--- src/grey_image_convolution_assert.svh ---
// Assertion macros shared by the convolution block
`ifndef GREY_IMAGE_CONVOLUTION_ASSERT_SVH
`define GREY_IMAGE_CONVOLUTION_ASSERT_SVH

// same-cycle implication, sampled on i_clk, off during reset
`define GIC_ASSERT_SAME(label, ante, cons) \
    label: assert property (@(posedge i_clk) disable iff (!i_rst_n) (ante) |-> (cons)) \
        else $error("grey_image_convolution: check failed");

// next-cycle implication, sampled on i_clk, off during reset
`define GIC_ASSERT_NEXT(label, ante, cons) \
    label: assert property (@(posedge i_clk) disable iff (!i_rst_n) (ante) |=> (cons)) \
        else $error("grey_image_convolution: check failed");

`endif

--- src/gic_pkg.sv ---
// Shared types and constants of the greyscale convolution block
package gic_pkg;

    localparam int COEF_BITS  = 7;
    localparam int NUM_COEF   = 25;
    localparam int WORD_COEFS = 9;
    localparam int SUM_W      = 20;
    localparam int MAG_W      = 19;
    localparam int PIX_W      = 8;
    localparam int DATA_W     = 64;
    localparam int ADDR_W     = 6;
    localparam int REG_W      = 3;
    localparam int TAPK_W     = 5;

    localparam logic [TAPK_W-1:0] LAST_TAP_3 = 5'd8;
    localparam logic [TAPK_W-1:0] LAST_TAP_5 = 5'd24;
    localparam logic [2:0]        LAST_COL_3 = 3'd2;
    localparam logic [2:0]        LAST_COL_5 = 3'd4;
    localparam logic [PIX_W-1:0]  PIX_MAX    = 8'd255;

    typedef enum logic [REG_W-1:0] {
        REG_KERNEL_FIVE,
        REG_DIVISOR,
        REG_OFFSET,
        REG_IMAGE_WIDTH,
        REG_IMAGE_HEIGHT,
        REG_COEF_WORD_A,
        REG_COEF_WORD_B,
        REG_COEF_WORD_C
    } t_reg_idx;

    typedef logic signed [COEF_BITS-1:0] t_coef;

    typedef struct packed {
        logic                       kernel_five;
        logic [7:0]                 divisor;
        logic [7:0]                 offset;
        logic [10:0]                image_width;
        logic [12:0]                image_height;
        t_coef [NUM_COEF-1:0]       coef;
    } t_cfg;

    typedef enum logic [2:0] {
        S_IDLE,
        S_CENTER,
        S_CLATCH,
        S_TAP,
        S_DRAIN,
        S_DIV,
        S_FIN,
        S_OUT
    } t_state;

    typedef struct packed {
        logic accept;
        logic center_rd;
        logic center_lat;
        logic tap_issue;
        logic div_start;
        logic div_step;
        logic finish;
        logic emit;
    } t_dp_cmd;

    typedef struct packed {
        logic emit_go;
        logic interior;
        logic tap_last;
        logic mac_busy;
        logic div_last;
    } t_dp_sts;

endpackage

--- src/gic_ctrl.sv ---
// Controller state machine sequencing store, taps, divide and output
module gic_ctrl import gic_pkg::*; (
    input  logic    i_clk,
    input  logic    i_rst_n,
    input  logic    i_in_valid,
    output logic    o_in_ready,
    output logic    o_out_valid,
    input  logic    i_out_ready,
    input  t_dp_sts i_sts,
    output t_dp_cmd o_cmd
);

    t_state r_state;
    t_state n_state;
    logic   r_out_valid;
    logic   n_out_valid;

    always_ff @(posedge i_clk) begin
        if (!i_rst_n) begin
            r_state     <= S_IDLE;
            r_out_valid <= 1'b0;
        end else begin
            r_state     <= n_state;
            r_out_valid <= n_out_valid;
        end
    end

    always_comb begin
        n_state    = r_state;
        o_cmd      = '0;
        o_in_ready = 1'b0;
        unique case (r_state)
            S_IDLE: begin
                o_in_ready = 1'b1;
                if (i_in_valid) begin
                    o_cmd.accept = 1'b1;
                    if (i_sts.emit_go) begin
                        n_state = S_CENTER;
                    end
                end
            end
            S_CENTER: begin
                o_cmd.center_rd = 1'b1;
                n_state = S_CLATCH;
            end
            S_CLATCH: begin
                o_cmd.center_lat = 1'b1;
                n_state = i_sts.interior ? S_TAP : S_OUT;
            end
            S_TAP: begin
                o_cmd.tap_issue = 1'b1;
                if (i_sts.tap_last) begin
                    n_state = S_DRAIN;
                end
            end
            S_DRAIN: begin
                if (!i_sts.mac_busy) begin
                    o_cmd.div_start = 1'b1;
                    n_state = S_DIV;
                end
            end
            S_DIV: begin
                o_cmd.div_step = 1'b1;
                if (i_sts.div_last) begin
                    n_state = S_FIN;
                end
            end
            S_FIN: begin
                o_cmd.finish = 1'b1;
                n_state = S_OUT;
            end
            S_OUT: begin
                if (!r_out_valid || i_out_ready) begin
                    o_cmd.emit = 1'b1;
                    n_state = S_IDLE;
                end
            end
        endcase
    end

    always_comb begin
        if (o_cmd.emit) begin
            n_out_valid = 1'b1;
        end else if (i_out_ready) begin
            n_out_valid = 1'b0;
        end else begin
            n_out_valid = r_out_valid;
        end
    end

    assign o_out_valid = r_out_valid;

endmodule

--- config.mk ---
export PLATFORM = sky130hd
export DESIGN_NAME = gic_ctrl
export DESIGN_NICKNAME = d
export VERILOG_FILES = /design/src/grey_image_convolution_assert.svh /design/src/gic_pkg.sv /design/src/gic_ctrl.sv
export SDC_FILE = /design/constraint.sdc
export NUM_CORES = 1
export LEC_CHECK = 0
export BUFFER_PORTS_ARGS = -buffer_cell sky130_fd_sc_hd__buf_2
export CORE_AREA = 2 2 39 41
export DETAILED_ROUTE_END_ITERATION = 10
export DIE_AREA = 0 0 41 43
export PLACE_DENSITY = 0.58
export RECOVER_POWER = 25
export SYNTH_ARGS = -nofsm -noshare
export SYNTH_HDL_FRONTEND = slang
export SYNTH_SLANG_ARGS = --single-unit
--- constraint.sdc ---
create_clock -name i_clk -period 1.6 [get_ports i_clk]
set_clock_uncertainty 0.2 [all_clocks]
set_input_delay 0.16 -clock i_clk [delete_from_list [all_inputs] [get_ports i_clk]]
set_output_delay 0.16 -clock i_clk [all_outputs]
set_load 0.1 [all_outputs]
==> qor.yml, run 1 <==
dpl.hpwl_microns: 814
antenna_found_initial: 0
postSynthNetCount: 50
crit_cells: 4
p_leak_nw: 0.316
synth_seq_cells: 4
ys_types: 30
final_layout_size_suffix_gt1_share_pct: 71.2
die_w_microns: 41
root_buffer: "clkbuf_4"
cp_top_family: "simple AND/OR/NAND/NOR gates"
wl_per_cell_microns: 12.4
power_per_cell_area_nw_per_um2: 2190
timing.final.crit_period_ps: 1640
tns_ps: -48.9
core_area_sq_um: 1380
drc: 0
hold_viol_final: 0
r2r_slack_ps: 50
postRouteAntennaNets: 0
syn-cell-area_sq_um: 342
clkPwrFrac_pct: 8.1
vias: 398
power_frac_comb_pct: 80.5
initial_core_util_pct: 24.7
timing.rr.start: "r_state[1]"
p_sw_mw: 0.886
antennaDiodeCount: 0
slowest_stage: "dfxtp_4"
worstHoldPathType: "primary input to register"
yosysWarnings: 0
end_kind: "output pin"
timing.fmax_mhz: 610
p_int_mw: 0.794
status: "complete, but fails checks"
wl_microns: 1020
crit_required_ps: 1240
grt.overflow.total: 0
final_cell_mix: "10 x buf_12, 8 x buf_2"
nFillCells: 124
vdd_drop_max_mv: 1.07
io_buffer_count: 18
path_class: "register to output pin"
syn_to_final_growth_pct: 124
clkSinkCount: 4
rr_worst_depth: 6
swShare_pct: 52.7
h-tree-depth: 1
p_seq_share_pct: 11.4
cp-start-kind: "register"
die_h_microns: 43
grt_pass1_vias: 428
viasPerCell: 4.85
setup_viol: 2
place.gp.congestion: 0.798
holdPathEnd: "o_out_valid"
place_ws_ps: -4.03
clock_path_buffers: 2
cts_tree: "yes"
drt_first_iter_violations: 3
grt_max_degree: 8
cap_violations: 0
dr.pass1.iters: 3
rsz0062_at_grt: "yes"
clock_latency_ps: 230
grt_pass1_wl_microns: 1770
crit_chain: "buf_8 > nor3_4 > and2_4 > buf_12"
boundaryPins: 19
worst_pin_slew_ps: 536
violations: "negative setup slack"
seq_area_frac_synth_pct: 23.4
min_period_over_period_pct: 102
grt_use_total_pct: 14.4
fin_ws_ps: -39.0
rows: 14
drv_slew: 0
crit_fanout: 6
critPathMaxStageDelay_ps: 350
dieArea_sq_um: 1760
critical_path_buf_inv_count: 2
path_clk_slew_ps: 40
max_slew_margin_pct: 64.4
min-delay-start: "i_rst_n"
syn_inst: 41
crit_arrival_ps: 1280
layout_commonest_cell: "buf_12"
design.final.nets: 76
holdPathStages: 3
timing.rr.end: "r_state[0]"
numCtsBuffers: 3
synth_area_per_cell_sq_um: 8.33
[cell usage after synthesis (all sizes together)]
cell type | n | share of area, %
dfxtp | 4 | 23
buf | 3 | 5.1
nand2 | 3 | 3.3
a211oi | 2 | 8.1
a21oi | 2 | 4.0
and4bb | 2 | 8.4
inv | 2 | 2.2
nand2b | 2 | 3.7
nor2 | 2 | 2.2
nor2b | 2 | 4.4
nor3 | 2 | 2.9
o21ai | 2 | 2.9
a211o | 1 | 2.6
a21boi | 1 | 2.2
and2 | 1 | 1.8
and3 | 1 | 1.8
and4b | 1 | 2.9
clkbuf | 1 | 1.1
mux2i | 1 | 2.9
nand3 | 1 | 1.5
nand3b | 1 | 2.2
nand4b | 1 | 2.6
nor3b | 1 | 2.2
nor4b | 1 | 2.6
o211a | 1 | 2.9
[final cells by class]
| cell class | instances | area [sq um] | area share (%) |
|---|---|---|---|
| well taps | 16 | 20.0 | 2.61 |
| flip-flops and latches | 4 | 92.6 | 12.1 |
| inverters | 2 | 7.51 | 0.980 |
| multi-input cells | 31 | 310 | 40.5 |
| repair buffers | 25 | 309 | 40.4 |
| clock buffers | 4 | 26.3 | 3.43 |
[registers in the layout, summed over array words and instances, names as in the netlist]
name	flops
r_state	3
o_out_valid	1
[worst reg2reg max path: stages (launching register included)]
cell     delay, ps
dfxtp_4        350
buf_8          130
buf_12         120
a211o_1        270
a21oi_2        190
nor2b_2         70
mux2i_1        110
[worst max-delay path by stage]
stage                    start    endpoint  slack, ps
finish              r_state[1]    o_cmd[7]        -40
global route        r_state[1]    o_cmd[7]        -80
CTS                 r_state[1]    o_cmd[7]        -40
detailed placement  r_state[0]  r_state[0]         -4
global placement    r_state[0]  r_state[0]         90
floorplan           r_state[1]    o_cmd[7]       -520
[power groups by stage]
stage | Sequential (mW) | Clock (mW) | Combinational, mW
after floorplan | 0.158 | 0 | 0.877
after global placement | 0.178 | 0 | 1.21
after detailed placement | 0.184 | 0 | 1.22
after CTS | 0.186 | 0.137 | 1.35
after global routing | 0.199 | 0.148 | 1.41
final | 0.192 | 0.135 | 1.35
[metal layers]
layer | vias up | global-route usage, % | wire, microns
li1 | 200 | - | -
met1 | 187 | 17.7 | 408
met2 | 11 | 23.8 | 562
met3 | 0 | 4.71 | 48
met4 | 0 | 2.00 | 0
met5 | - | 0 | 0
[repair_timing]
action | 4_1_cts | 5_1_grt
hold buffers | 0 | 0
setup buffers | 2 | 0
pin swaps | 4 | 3
setup endpoints to repair | 9 | 7
resized for setup | 10 | 4
[metrics by stage]
stage	instances	cell area, sq um	hold WS [ps]	total power, mW	utilization, %
global placement	76	671	249	1.39	48.5
global route	82	766	14.0	1.75	55.3
detailed placement	76	671	251	1.40	48.5
finish	82	766	10.3	1.68	55.3
CTS	82	753	6.58	1.67	54.4
floorplan	41	425	82.5	1.03	-
[kinds of logic (layout without fill, tap and decap cells)]
family	Yosys count	count (layout)	share of synthesized area [%]
mux	1	1	2.93
compound gates	9	9	22.7
flops	4	4	23.4
simple gates	21	21	42.5
buf+inv	6	31	8.43
(Power assumes the default switching activity.)
==> run 2, diff against run 1 <==
--- a/config.mk
+++ b/config.mk
@@ -9,7 +9,7 @@
 export CORE_AREA = 2 2 39 41
 export DETAILED_ROUTE_END_ITERATION = 10
 export DIE_AREA = 0 0 41 43
-export PLACE_DENSITY = 0.58
+export PLACE_DENSITY = 0.61
 export RECOVER_POWER = 25
 export SYNTH_ARGS = -nofsm -noshare
 export SYNTH_HDL_FRONTEND = slang
==> run 2 against run 1 <==
  * The run now ends clean
  * Final area fell by 3.6%
  * Non-clock buffer count fell by 1
  * Hold slack improved by 2.5 ps
  * Clock power barely moved
  * Sequential power rose by 8%
  * Largest cell class unchanged
==> qor.yml, run 2 (synthesis results as in run 1) <==
status: "finished, final reports clean"
power_per_cell_area_nw_per_um2: 2210  # +0.60%
syn_to_final_growth_pct: 116
max_slew_margin_pct: 64.3  # -0.074 points
io_buffer_count: 18  # unchanged
place_inst: 77  # +1.3%
cts_tree: "yes"
drc: 0  # unchanged
p_leak_nw: 0.312  # -1.2%
grt_use_total_pct: 11.2  # -3.1 points
fin_ws_ps: 5.56  # +44.6 ps
hold_buffers: 0  # unchanged
cap_violations: 0  # unchanged
worst_pin_slew_ps: 538  # +1.11 ps
min_period_over_period_pct: 99.7  # -2.8 points
viasPerCell: 4.83  # -0.55%
final_util_pct: 53.3  # -2.0 points
tns_ps: 0  # +48.9 ps
end_kind: "output pin"
grt_pass1_vias: 382  # -11%
hold_viol_final: 0  # unchanged
antennaDiodeCount: 0  # unchanged
final_cell_mix: "9 x buf_12, 8 x buf_2, 5 x buf_4"
root_buffer: "clkbuf_4"
dpl.hpwl_microns: 761  # -6.6%
crit_arrival_ps: 1230  # -50 ps
postRouteAntennaNets: 0  # unchanged
worstHoldPathType: "primary input to register"
rsz0062_at_grt: "yes"
totalPowerFinal_mw: 1.63  # -3.0%
wl_microns: 958  # -6.0%
design.final.nets: 75  # -1.3%
clock_path_buffers: 2  # unchanged
rows: 14  # unchanged
place.gp.congestion: 0.787  # -1.4%
setup_viol: 0  # -2
vdd_drop_max_mv: 1.17  # +9.3%
nFillCells: 128  # +3.2%
die_w_microns: 41  # unchanged
largest_reg_flops: 3  # unchanged
crit_fanout: 6  # unchanged
clkSinkCount: 4  # unchanged
die_h_microns: 43  # unchanged
instances_no_fill: 81  # -1.2%
dr.pass1.iters: 4  # +1
dieArea_sq_um: 1760  # unchanged
regMostFlops: "r_state"
h-tree-depth: 1  # unchanged
drv_slew: 0  # unchanged
place_ws_ps: 29.5  # +33.5 ps
vias: 391  # -1.8%
multi_input_area_sq_um: 315  # +1.6%
cp-start-kind: "register"
clock_latency_ps: 230  # about the same
crit_required_ps: 1240  # about the same
path_class: "register to output pin"
placed_area_sq_um: 678  # +1.1%
grt.overflow.total: 0  # unchanged
layout_commonest_cell: "buf_12"
initial_core_util_pct: 24.7  # unchanged
timing.fmax_mhz: 627  # +2.8%
postLayoutCellArea_sq_um: 738  # -3.6%
hold_ws_ps: 12.7  # +2.46 ps
path_clk_slew_ps: 40  # about the same
register_area_sq_um: 95.1  # +2.7%
drt_first_iter_violations: 2  # -1
core_area_sq_um: 1380  # unchanged
numCtsBuffers: 3  # unchanged
wl_per_cell_microns: 11.8  # -4.8%
grt_pass1_wl_microns: 1410  # -21%
grt_max_degree: 10  # +2
final_layout_size_suffix_gt1_share_pct: 70.8  # -0.44 points
boundaryPins: 19  # unchanged
timing.final.crit_period_ps: 1590  # -44.6 ps
antenna_found_initial: 0  # unchanged
run 2: changes by cell type in the layout (fill, tap and decap cells not counted), sizes merged:
| cell | delta |
|---|---|
| buf | -1 |
run 2: routing by layer:
metal | track usage, % | share of wire [%] | routed length (microns) | up-vias
met5 | 0 | 0 | 0 | -
met3 | 2.09 | 4.5 | 43 | 0
met1 | 11.3 | 40 | 385 | 184
met2 | 21.3 | 55 | 530 | 11
met4 | 3.33 | 0 | 0 | 0
li1 | - | - | - | 196
run 2: final timing paths:
kind / start / to / slack, ps / cells after the start
worst max-delay path: r_state[1] / o_cmd[7] / 6 / 4
worst min-delay path: i_rst_n / o_out_valid / 10 / 3
worst max register to register: r_state[0] / r_state[0] / 50 / 4
worst min register to register: o_out_valid / o_out_valid / 330 / 2
run 2: critical path, cell delays in order, from the launching register on:
cell and delay [ps]:
dfxtp_4 350, buf_6 130, nor3_4 180, and2_4 170, buf_12 160
run 2: report_power, final:
part	leakage (nW)	switching, mW	internal [mW]
combinational	0.262	0.773	0.516
sequential	0.0356	0.0627	0.145
clock	0.0150	0.0395	0.0935
run 2: final cells by class:
cell class / instances / area share (%)
Multi-Input combinational cell: 31 / 42.7
Inverter: 2 / 1.02
Clock buffer: 4 / 3.56
Sequential cell: 4 / 12.9
Tap cell: 16 / 2.71
Timing Repair Buffer: 24 / 37.1
run 2: timing repair:
item,in CTS,in global routing
gates cloned,0,0
buffers inserted,1,0
pin swaps,3,4
hold endpoints to repair,0,0
gates resized for setup,7,5
setup endpoints to repair,8,8
==> run 3, diff against run 2 <==
--- a/config.mk
+++ b/config.mk
@@ -9,6 +9,7 @@
 export CORE_AREA = 2 2 39 41
 export DETAILED_ROUTE_END_ITERATION = 10
 export DIE_AREA = 0 0 41 43
+export HOLD_SLACK_MARGIN = 0.05
 export PLACE_DENSITY = 0.61
 export RECOVER_POWER = 25
 export SYNTH_ARGS = -nofsm -noshare
==> run 3 against run 2 <==
  * Sequential share of layout area down 0.15 points
  * Largest cell class unchanged
  * Total power about the same
  * Non-clock buffer count up 1
  * Setup slack unchanged
  * Maximum frequency unchanged
  * Clock power about the same
==> qor.yml, run 3 (synthesis results as in run 1) <==
status: "finished, final reports clean"
clkSinkCount: 4  # unchanged
dr.pass1.iters: 4  # unchanged
crit_required_ps: 1240  # about the same
numCtsBuffers: 3  # unchanged
end_kind: "output pin"
regMostFlops: "r_state"
placed_area_sq_um: 678  # unchanged
die_w_microns: 41  # unchanged
drt_first_iter_violations: 2  # unchanged
core_area_sq_um: 1380  # unchanged
cap_violations: 0  # unchanged
worst_pin_slew_ps: 538  # unchanged
grt.overflow.total: 0  # unchanged
rows: 14  # unchanged
drc: 0  # unchanged
vias: 393  # +0.51%
nFillCells: 126  # -1.6%
boundaryPins: 19  # unchanged
setup_viol: 0  # unchanged
hold_viol_final: 0  # unchanged
power_per_cell_area_nw_per_um2: 2180  # -1.1%
max_slew_margin_pct: 64.3  # unchanged
dieArea_sq_um: 1760  # unchanged
clock_latency_ps: 230  # about the same
layout_commonest_cell: "buf_12"
grt_pass1_wl_microns: 1450  # +3.0%
worstHoldPathType: "primary input to register"
initial_core_util_pct: 24.7  # unchanged
crit_fanout: 6  # unchanged
drv_slew: 0  # unchanged
largest_reg_flops: 3  # unchanged
final_cell_mix: "9 x buf_12, 7 x buf_2, 5 x buf_4"
totalPowerFinal_mw: 1.63  # about the same
grt_use_total_pct: 11.6  # +0.40 points
crit_arrival_ps: 1230  # about the same
grt_max_degree: 10  # unchanged
cts_tree: "yes"
path_class: "register to output pin"
multi_input_area_sq_um: 315  # unchanged
io_buffer_count: 18  # unchanged
antenna_found_initial: 0  # unchanged
tns_ps: 0  # unchanged
fin_ws_ps: 5.56  # unchanged
cp-start-kind: "register"
dpl.hpwl_microns: 761  # unchanged
timing.final.crit_period_ps: 1590  # unchanged
vdd_drop_max_mv: 1.17  # about the same
clock_path_buffers: 2  # unchanged
cp_top_family: "flip-flops"
timing.fmax_mhz: 627  # unchanged
grt_pass1_vias: 387  # +1.3%
wl_microns: 957  # -0.10%
antennaDiodeCount: 0  # unchanged
postLayoutCellArea_sq_um: 747  # +1.2%
final_layout_size_suffix_gt1_share_pct: 68.2  # -2.6 points
place.gp.congestion: 0.787  # unchanged
postRouteAntennaNets: 0  # unchanged
place_ws_ps: 29.5  # unchanged
slowest_stage: "dfxtp_4"
min_period_over_period_pct: 99.7  # unchanged
critPathMaxStageDelay_ps: 350  # about the same
syn_to_final_growth_pct: 119
wl_per_cell_microns: 11.7  # -1.3%
rsz0062_at_grt: "yes"
viasPerCell: 4.79  # -0.71%
register_area_sq_um: 95.1  # unchanged
crit_chain: "buf_6 > nor3_4 > and2_4 > buf_12"
critical_path_buf_inv_count: 2  # unchanged
path_clk_slew_ps: 40  # about the same
root_buffer: "clkbuf_4"
design.final.nets: 76  # +1.3%
die_h_microns: 43  # unchanged
p_leak_nw: 0.314  # +0.46%
h-tree-depth: 1  # unchanged
[run 3: changes by cell type in the layout (fill, tap and decap cells not counted), sizes merged]
cell / before / now
buf: 23 / 22
clkbuf: 5 / 6
dlygate4sd3: 0 / 1
[run 3: area by class of cell]
cell class,instances,share of cell area (%)
sequential,4,12.7
tap,16,2.68
timing repair buffer,25,37.9
clock buffer,4,3.52
inverter,2,1.01
multi-input combinational,31,42.2
[run 3: stage by stage]
stage / util [%] / hold WS, ps / std cells
6_report: 54.0 / 36.0 / 82
5_1_grt: 54.0 / 101 / 82
4_1_cts: 53.6 / 113 / 83
3_5_place_dp: 49.0 / 259 / 77
3_3_place_gp: 49.0 / 247 / 77
2_1_floorplan: - / 82.5 / 41
[run 3: final timing paths]
| path | from | to | slack (ps) | cells after the start |
|---|---|---|---|---|
| max | r_state[1] | o_cmd[7] | 6 | 4 |
| min | i_out_ready | o_out_valid | 40 | 3 |
| max reg2reg | r_state[0] | r_state[0] | 50 | 4 |
| min reg2reg | o_out_valid | o_out_valid | 330 | 2 |
[run 3: timing repair]
action,4_1_cts,5_1_grt
hold buffers,2,0
buffers inserted,1,0
gates cloned,0,0
endpoints found under the hold margin,4,0
endpoints found under the setup margin,8,9
pin swaps,3,4
gates resized for setup,7,5
[run 3: per-layer routing]
layer / global-route usage, % / vias up / wire length, microns
met5: 0 / - / 0
met4: 3.33 / 0 / 0
met3: 2.09 / 0 / 47
met2: 22.5 / 11 / 530
met1: 11.3 / 184 / 379
li1: - / 198 / -
[run 3: where the power goes]
group | internal, mW | switching [mW] | leakage, nW
Combinational | 0.517 | 0.773 | 0.263
Sequential | 0.145 | 0.0627 | 0.0356
Clock | 0.0935 | 0.0395 | 0.0150
[run 3: worst register-to-register path, cell delays in order (launching register included)]
cell and delay (ps):
dfxtp_4 380, and4b_1 220, a211oi_4 310, nor2b_4 200, mux2i_1 180
